### src/rtl/core/fbbe_pkg.sv
// ----------------------------------------------------------------------------
// fbbe_pkg
// Shared types and constants of the byte budget evictor: request and result
// payloads, ring entry, saturating unit codes and budget limits.
// ----------------------------------------------------------------------------
package fbbe_pkg;

  // Budget limits in bytes and the default ring depth in entries.
  localparam int unsigned CapDefault       = 96 * 1024 * 1024;
  localparam int unsigned CapMin           = 16 * 1024 * 1024;
  localparam int unsigned CapMax           = 1024 * 1024 * 1024;
  localparam int unsigned RingDepthDefault = 32;

  // Request opcodes.
  localparam logic OpReserve = 1'b0;
  localparam logic OpCommit  = 1'b1;

  // Operations of the shared saturating unit.
  typedef enum logic {
    AluAdd,
    AluSub
  } alu_op_e;

  // Output of the shared saturating unit.
  typedef struct packed {
    logic signed [31:0] sum;
    logic               negative;
  } alu_res_t;

  // One ring entry.
  typedef struct packed {
    logic [31:0] tag;
    logic [30:0] size;
  } entry_t;

  // One request.
  typedef struct packed {
    logic        opcode;
    logic [30:0] request_size;
    logic [31:0] entry_tag;
  } req_t;

  // One result.
  typedef struct packed {
    logic               is_eviction;
    logic [31:0]        evicted_tag;
    logic [30:0]        evicted_size;
    logic signed [31:0] available_bytes;
    logic               last;
  } res_t;

endpackage

### src/rtl/core/fbbe_ring.sv
// ----------------------------------------------------------------------------
// fbbe_ring
// Ring storage of cached entries: one write port and one registered read port.
// ----------------------------------------------------------------------------
module fbbe_ring #(
  parameter int unsigned RING_DEPTH = fbbe_pkg::RingDepthDefault,
  localparam int unsigned IdxW      = $clog2(RING_DEPTH)
) (
  input  logic                 clk_i,
  input  logic                 wr_en_i,
  input  logic [IdxW-1:0]      wr_addr_i,
  input  fbbe_pkg::entry_t     wr_entry_i,
  input  logic                 rd_en_i,
  input  logic [IdxW-1:0]      rd_addr_i,
  output fbbe_pkg::entry_t     rd_entry_o
);
  import fbbe_pkg::*;

  entry_t mem_q [RING_DEPTH];
  entry_t rd_entry_q;

  // Write port.
  always_ff @(posedge clk_i) begin
    if (wr_en_i) begin
      mem_q[wr_addr_i] <= wr_entry_i;
    end
  end

  // Registered read port.
  always_ff @(posedge clk_i) begin
    if (rd_en_i) begin
      rd_entry_q <= mem_q[rd_addr_i];
    end
  end

  assign rd_entry_o = rd_entry_q;

endmodule

### src/rtl/core/fbbe_alu.sv
// ----------------------------------------------------------------------------
// fbbe_alu
// Shared saturating adder and subtractor for the available byte count; the
// exact sign of the difference also serves as the fit test of a reserve.
// ----------------------------------------------------------------------------
module fbbe_alu (
  input  logic signed [31:0]  avail_i,
  input  logic [30:0]         operand_i,
  input  fbbe_pkg::alu_op_e   op_i,
  output fbbe_pkg::alu_res_t  res_o
);
  import fbbe_pkg::*;

  logic signed [32:0] a_ext;
  logic signed [32:0] b_ext;
  logic signed [32:0] exact;

  // Exact 33-bit result of the operation.
  always_comb begin
    a_ext = {avail_i[31], avail_i};
    b_ext = {2'b00, operand_i};
    case (op_i)
      AluAdd:  exact = a_ext + b_ext;
      default: exact = a_ext - b_ext;
    endcase
  end

  // Saturate to the signed 32-bit range.
  always_comb begin
    if (exact[32:31] == 2'b01) begin
      res_o.sum = 32'sh7FFF_FFFF;
    end else if (exact[32:31] == 2'b10) begin
      res_o.sum = 32'sh8000_0000;
    end else begin
      res_o.sum = exact[31:0];
    end
    res_o.negative = exact[32];
  end

endmodule

### src/rtl/core/fifo_byte_budget_evictor.sv
// ----------------------------------------------------------------------------
// fifo_byte_budget_evictor
// Byte budget cache bookkeeping with oldest-first eviction over a ring.
// ----------------------------------------------------------------------------
// A request is taken when start is high and busy is low; busy then stays high
// until the request has finished. A commit runs commit and status states,
// with an evict state between when it fills the ring and evicts the oldest
// entry. A reserve runs check and status; per eviction, a check for the
// fit test and ring read and an evict for the add, in one shared saturating
// unit. Every result appears for exactly one cycle with res_valid_o high, the
// final status result with last set, and it must be taken then, as the block
// has no means to hold it. Writing the capacity takes effect at once, reloads
// the available count (an out-of-range value loads the default) and empties
// the ring; it is meant only while busy is low.
// ----------------------------------------------------------------------------
module fifo_byte_budget_evictor #(
  parameter int unsigned RING_DEPTH = fbbe_pkg::RingDepthDefault
) (
  input  logic            clk_i,
  input  logic            rst_ni,
  input  logic            start,
  output logic            busy,
  input  fbbe_pkg::req_t  req_i,
  output logic            res_valid_o,
  output fbbe_pkg::res_t  res_o,
  input  logic            cfg_we_i,
  input  logic [30:0]     cfg_wdata_i
);
  import fbbe_pkg::*;

  localparam int unsigned IdxW = $clog2(RING_DEPTH);
  localparam logic [IdxW-1:0] LastIdx = IdxW'(RING_DEPTH - 1);

  typedef enum logic [2:0] {
    StIdle,
    StCommit,
    StCheck,
    StEvict,
    StStatus
  } state_e;

  state_e             state_q, state_d;
  logic [IdxW-1:0]    head_q, head_d;
  logic [IdxW-1:0]    tail_q, tail_d;
  logic signed [31:0] avail_q, avail_d;
  req_t               req_q, req_d;
  res_t               res_q, res_d;
  logic               res_valid_q, res_valid_d;

  logic [IdxW-1:0]    head_nxt;
  logic [IdxW-1:0]    tail_nxt;
  logic               wr_en;
  logic               rd_en;
  entry_t             wr_entry;
  entry_t             rd_entry;
  alu_op_e            alu_op;
  logic [30:0]        alu_operand;
  alu_res_t           alu_res;
  logic [30:0]        cap_load;

  // Ring storage.
  fbbe_ring #(
    .RING_DEPTH (RING_DEPTH)
  ) u_ring (
    .clk_i      (clk_i),
    .wr_en_i    (wr_en),
    .wr_addr_i  (head_q),
    .wr_entry_i (wr_entry),
    .rd_en_i    (rd_en),
    .rd_addr_i  (tail_q),
    .rd_entry_o (rd_entry)
  );

  // Shared saturating unit.
  fbbe_alu u_alu (
    .avail_i   (avail_q),
    .operand_i (alu_operand),
    .op_i      (alu_op),
    .res_o     (alu_res)
  );

  // Ring pointer increments with wrap.
  assign head_nxt = (head_q == LastIdx) ? '0 : head_q + 1'b1;
  assign tail_nxt = (tail_q == LastIdx) ? '0 : tail_q + 1'b1;

  assign wr_entry.tag  = req_q.entry_tag;
  assign wr_entry.size = req_q.request_size;

  // Capacity value with the out-of-range case replaced by the default.
  assign cap_load = ((cfg_wdata_i < 31'(CapMin)) || (cfg_wdata_i > 31'(CapMax)))
                    ? 31'(CapDefault) : cfg_wdata_i;

  // Sequencer next state.
  always_comb begin
    state_d     = state_q;
    head_d      = head_q;
    tail_d      = tail_q;
    avail_d     = avail_q;
    req_d       = req_q;
    res_d       = res_q;
    res_valid_d = 1'b0;
    wr_en       = 1'b0;
    rd_en       = 1'b0;
    alu_op      = AluSub;
    alu_operand = req_q.request_size;

    unique case (state_q)
      StIdle: begin
        if (start) begin
          req_d   = req_i;
          state_d = (req_i.opcode == OpCommit) ? StCommit : StCheck;
        end
      end
      StCommit: begin
        avail_d = alu_res.sum;
        wr_en   = 1'b1;
        head_d  = head_nxt;
        if (head_nxt == tail_q) begin
          rd_en   = 1'b1;
          state_d = StEvict;
        end else begin
          state_d = StStatus;
        end
      end
      StCheck: begin
        if (alu_res.negative && (head_q != tail_q)) begin
          rd_en   = 1'b1;
          state_d = StEvict;
        end else begin
          state_d = StStatus;
        end
      end
      StEvict: begin
        alu_op                = AluAdd;
        alu_operand           = rd_entry.size;
        avail_d               = alu_res.sum;
        tail_d                = tail_nxt;
        res_d.is_eviction     = 1'b1;
        res_d.evicted_tag     = rd_entry.tag;
        res_d.evicted_size    = rd_entry.size;
        res_d.available_bytes = alu_res.sum;
        res_d.last            = 1'b0;
        res_valid_d           = 1'b1;
        state_d               = (req_q.opcode == OpCommit) ? StStatus : StCheck;
      end
      StStatus: begin
        res_d.is_eviction     = 1'b0;
        res_d.evicted_tag     = '0;
        res_d.evicted_size    = '0;
        res_d.available_bytes = avail_q;
        res_d.last            = 1'b1;
        res_valid_d           = 1'b1;
        state_d               = StIdle;
      end
      default: begin
        state_d = StIdle;
      end
    endcase

    // A capacity write empties the ring and reloads the budget.
    if (cfg_we_i) begin
      head_d  = '0;
      tail_d  = '0;
      avail_d = {1'b0, cap_load};
    end
  end

  // State and registered outputs.
  always_ff @(posedge clk_i or negedge rst_ni) begin
    if (!rst_ni) begin
      state_q     <= StIdle;
      head_q      <= '0;
      tail_q      <= '0;
      avail_q     <= 32'(CapDefault);
      res_valid_q <= 1'b0;
    end else begin
      state_q     <= state_d;
      head_q      <= head_d;
      tail_q      <= tail_d;
      avail_q     <= avail_d;
      res_valid_q <= res_valid_d;
    end
  end

  // Payload registers.
  always_ff @(posedge clk_i) begin
    req_q <= req_d;
    res_q <= res_d;
  end

  assign busy        = (state_q != StIdle);
  assign res_valid_o = res_valid_q;
  assign res_o       = res_q;

  // The final status result leaves the block ready for the next request.
  a_status_idle: assert property (@(posedge clk_i) disable iff (!rst_ni)
    res_valid_o && res_o.last |-> !busy)
    else $error("status result delivered while still busy");

  // An accepted request always holds the block busy for its work.
  a_accept_busy: assert property (@(posedge clk_i) disable iff (!rst_ni)
    start && !busy |=> busy)
    else $error("request accepted without going busy");

  // Every result other than the final one reports an eviction.
  a_mid_evict: assert property (@(posedge clk_i) disable iff (!rst_ni)
    res_valid_o && !res_o.last |-> res_o.is_eviction)
    else $error("non-final result is not an eviction");

  // Evictions only occur inside a request, never between requests.
  a_evict_busy: assert property (@(posedge clk_i) disable iff (!rst_ni)
    res_valid_o && res_o.is_eviction |-> busy && !res_o.last)
    else $error("eviction result outside a request");

endmodule
### config.mk
export PLATFORM = sky130hd
export DESIGN_NAME = fifo_byte_budget_evictor
export DESIGN_NICKNAME = d
export VERILOG_FILES = /design/src/rtl/core/fbbe_pkg.sv /design/src/rtl/core/fbbe_ring.sv /design/src/rtl/core/fbbe_alu.sv /design/src/rtl/core/fifo_byte_budget_evictor.sv
export SDC_FILE = /design/constraint.sdc
export NUM_CORES = 2
export LEC_CHECK = 0
export BUFFER_PORTS_ARGS = -buffer_cell sky130_fd_sc_hd__buf_4
export CORE_MARGIN = 5
export CORE_UTILIZATION = 65
export CTS_BUF_LIST = sky130_fd_sc_hd__clkbuf_4 sky130_fd_sc_hd__clkbuf_8
export CTS_CLUSTER_DIAMETER = 60
export DETAILED_ROUTE_END_ITERATION = 10
export PLACE_DENSITY = 0.82
export SYNTH_ARGS = -nofsm -noshare
export SYNTH_HDL_FRONTEND = slang
export SYNTH_SLANG_ARGS = --single-unit
### constraint.sdc
create_clock -name clk_i -period 14.6 [get_ports clk_i]
set_clock_uncertainty 0.1 [all_clocks]
set_input_delay 2.19 -clock clk_i [delete_from_list [all_inputs] [get_ports clk_i]]
set_output_delay 2.19 -clock clk_i [all_outputs]
set_load 0.05 [all_outputs]
==> flow_summary.ini <==
[clock_tree]
clk_latency_ps = 1050
ctsHoldBuffers = 0
clkSinkCount = 2286
clockBufferDepth = 4
cts_tree = done
path_clk_slew_ps = 60
cts_resized = 0
htreeDepth = 5
root_buffer = clkbuf_8
cts_buffers = 359
post_cts_buffers = 0

[floorplan]
dieArea_um2 = 145000
ios = 198
core_region_area_um2 = 137000
fp-row-count = 136
initial_core_util_pct = 65.3
die_w_um = 381
chipHeight_um = 381

[logic_synthesis]
yosysTopAreaCell = edfxtp_1
synth-main-ff-cell = edfxtp_1
netlist.area_leader.share_pct = 75.1
synth_edf_count = 2240
synthArstFlopShare_pct = 2.01
synth_area_leaders = edfxtp_1 (75%), mux4_2 (16%), dfrtp_1 (1.2%)
synthCells = 4076
synth_nets = 4216
synthDistinctLibCells = 74
ys_warn_count = 0
syn_area_per_cell_um2 = 22.0
yosysSeqAreaShare_pct = 76.4
syn-cell-area_um2 = 89600
ys_seq_elements = 2286

[critical_path]
critical-path-max-stage-delay_ps = 680
slowest_stage = buf_4
crit_path_start_kind = flip-flop
reg2regPathDepth = 26
worstReg2RegEnd = u_ring.rd_entry_o[38]$_DFFE_PP_
path_class = reg -> reg
crit_path_end_kind = flip-flop
cp.arrival_ps = 8490
r2r-start = state_q[2]$_DFFE_PN0P_
crit_fanout = 75
worst-r2r-setup-slack_ps = 6640
worstPathRequired_ps = 15130

[sta]
hold_viol = 0
slew_headroom_pct = 17.8
fmax_mhz = 126
period_needed_ps = 7960
drv_slew = 0
rsz0062_at_grt = false
worstMarginPinSlew_ps = 1230
final.period_utilization_pct = 54.5
setup_violations = 0
finalSetupTns_ps = 0

[detailed_routing]
wl_per_cell_um = 35.4
initialDrtViolationCount = 7736
drtAntennaViolNets = 0
drt-vias-per-instance = 7.12
drt-total-wl_um = 233000
vias = 46800
drc = 0
first_pass_iters = 5

[hold_path]
hold_class = reg -> reg
holdPathStages = 1
worst_hold_startpoint = u_ring.rd_entry_o[34]$_DFFE_PP_
holdPathEnd = res_o[67]$_SDFFCE_PP0P_

[place]
gp_congestion = 0.867
hpwl_um = 119000
dpl_cell_area_um2 = 93600
portBuffers = 197

[power]
vdd_drop_max_v = 0.000173
power_uw = 16700
power.density_nw_per_um2 = 167
p_leak_uw = 0.0312

[global_route]
grt_max_degree = 156
grt_pass1_vias = 47500
antenna_found_initial = 5
grt.overflow.total = 0
grtUsageTotal_pct = 32.3
grt_pass1_wl_um = 333000

[finish]
final_cell_mix = edfxtp_1 (2240), mux4_2 (630), clkbuf_8 (371)
fin_nets = 4671
syn_to_final_growth_pct = 11.9
drive_gt1_share_pct = 33.1
final_common_cell = edfxtp_1
finalInstanceArea_um2 = 100000

[status]
outcome = complete, no violations

[job]
maxCapViolations = 0
==> kinds of logic (layout without fill, tap and decap cells) <==
logic type / Yosys count / in the layout / synth area share (%)
flops: 2286 / 2286 / 76.4
mux: 700 / 700 / 16.7
simple gates: 471 / 471 / 2.60
fa+ha+maj: 58 / 58 / 0.784
xor+xnor: 65 / 65 / 0.636
compound gates: 267 / 267 / 1.88
other cells: 0 / 3 / 0
buf+inv: 229 / 923 / 0.990
==> cell usage after synthesis, drive strengths merged, types with 13 or more instances <==
cell,number
a21o,19
a21oi,97
a221oi,27
and2,69
buf,64
clkbuf,149
dfrtp,44
edfxtp,2240
ha,40
inv,15
maj3,17
mux2,66
mux4,630
nand2,121
nand2b,27
nand3,18
nor2,118
nor3,45
nor4,15
o21ai,65
or3,13
xnor2,35
xor2,30
==> worst max-delay path, delay by kind of cell, from the launching register on <==
family / cells / cell delay [ps]
and+or+nand+nor: 13 / 2840
AOI/OAI and AO/OA: 5 / 1530
adders and majority gates: 2 / 620
xor gates and xnor gates: 1 / 180
buffers and inverters: 5 / 1700
DFF: 1 / 500
==> where the power goes <==
part           internal (µW)  leakage, µW  switching, µW
logic                   1150      0.00699           2050
registers               8030       0.0208            394
clock network           2690      0.00347           2430
==> per-layer routing <==
layer / routed length [µm] / global-route usage, %
met3: 30100 / 7.42
met4: 9450 / 12.2
met1: 79300 / 44.7
met5: 0 / 0
met2: 114000 / 51.6
==> sequential cells by signal (all words and copies together), names as in the netlist <==
name / flops
res_valid_o: 1
avail_q: 32
state_q: 3
res_o: 97
u_ring.rd_entry_o: 63
tail_q: 5
head_q: 5
u_ring.mem_q: 2016
req_q: 64
==> final cells by class <==
type / count / area (µm²)
Inverter: 16 / 60.1
Antenna cell: 3 / 7.51
Fill cell: 7056 / 37000
Multi-Input combinational cell: 1561 / 20500
Clock buffer: 460 / 5770
Clock inverter: 140 / 786
Tap cell: 1794 / 2240
Sequential cell: 2286 / 68400
Timing Repair Buffer: 307 / 2350
==> through the flow <==
| stage | std cells | util, % | setup slack (ps) | hold WS [ps] |
|---|---|---|---|---|
| 2_1_floorplan | 4076 | - | 6080 | 397 |
| 3_3_place_gp | 5964 | 68.3 | 6930 | 423 |
| 3_5_place_dp | 5964 | 68.3 | 6790 | 418 |
| 4_1_cts | 6564 | 73.0 | 6750 | 422 |
| 5_1_grt | 6566 | 73.1 | 6200 | 443 |
| 6_report | 6567 | 73.1 | 6640 | 422 |
==> worst max path at each step <==
| stage | start | end | cells past startpoint |
|---|---|---|---|
| after floorplan | state_q[2]$_DFFE_PN0P_ | u_ring.rd_entry_o[0]$_DFFE_PP_ | 26 |
| after detailed placement | state_q[2]$_DFFE_PN0P_ | u_ring.rd_entry_o[39]$_DFFE_PP_ | 26 |
| after global routing | req_q[34]$_DFFE_PP_ | u_ring.rd_entry_o[38]$_DFFE_PP_ | 21 |
| after global placement | state_q[2]$_DFFE_PN0P_ | u_ring.rd_entry_o[37]$_DFFE_PP_ | 26 |
| final | state_q[2]$_DFFE_PN0P_ | u_ring.rd_entry_o[38]$_DFFE_PP_ | 26 |
| after CTS | state_q[2]$_DFFE_PN0P_ | u_ring.rd_entry_o[38]$_DFFE_PP_ | 26 |
Power figures use the tool's default switching activity.
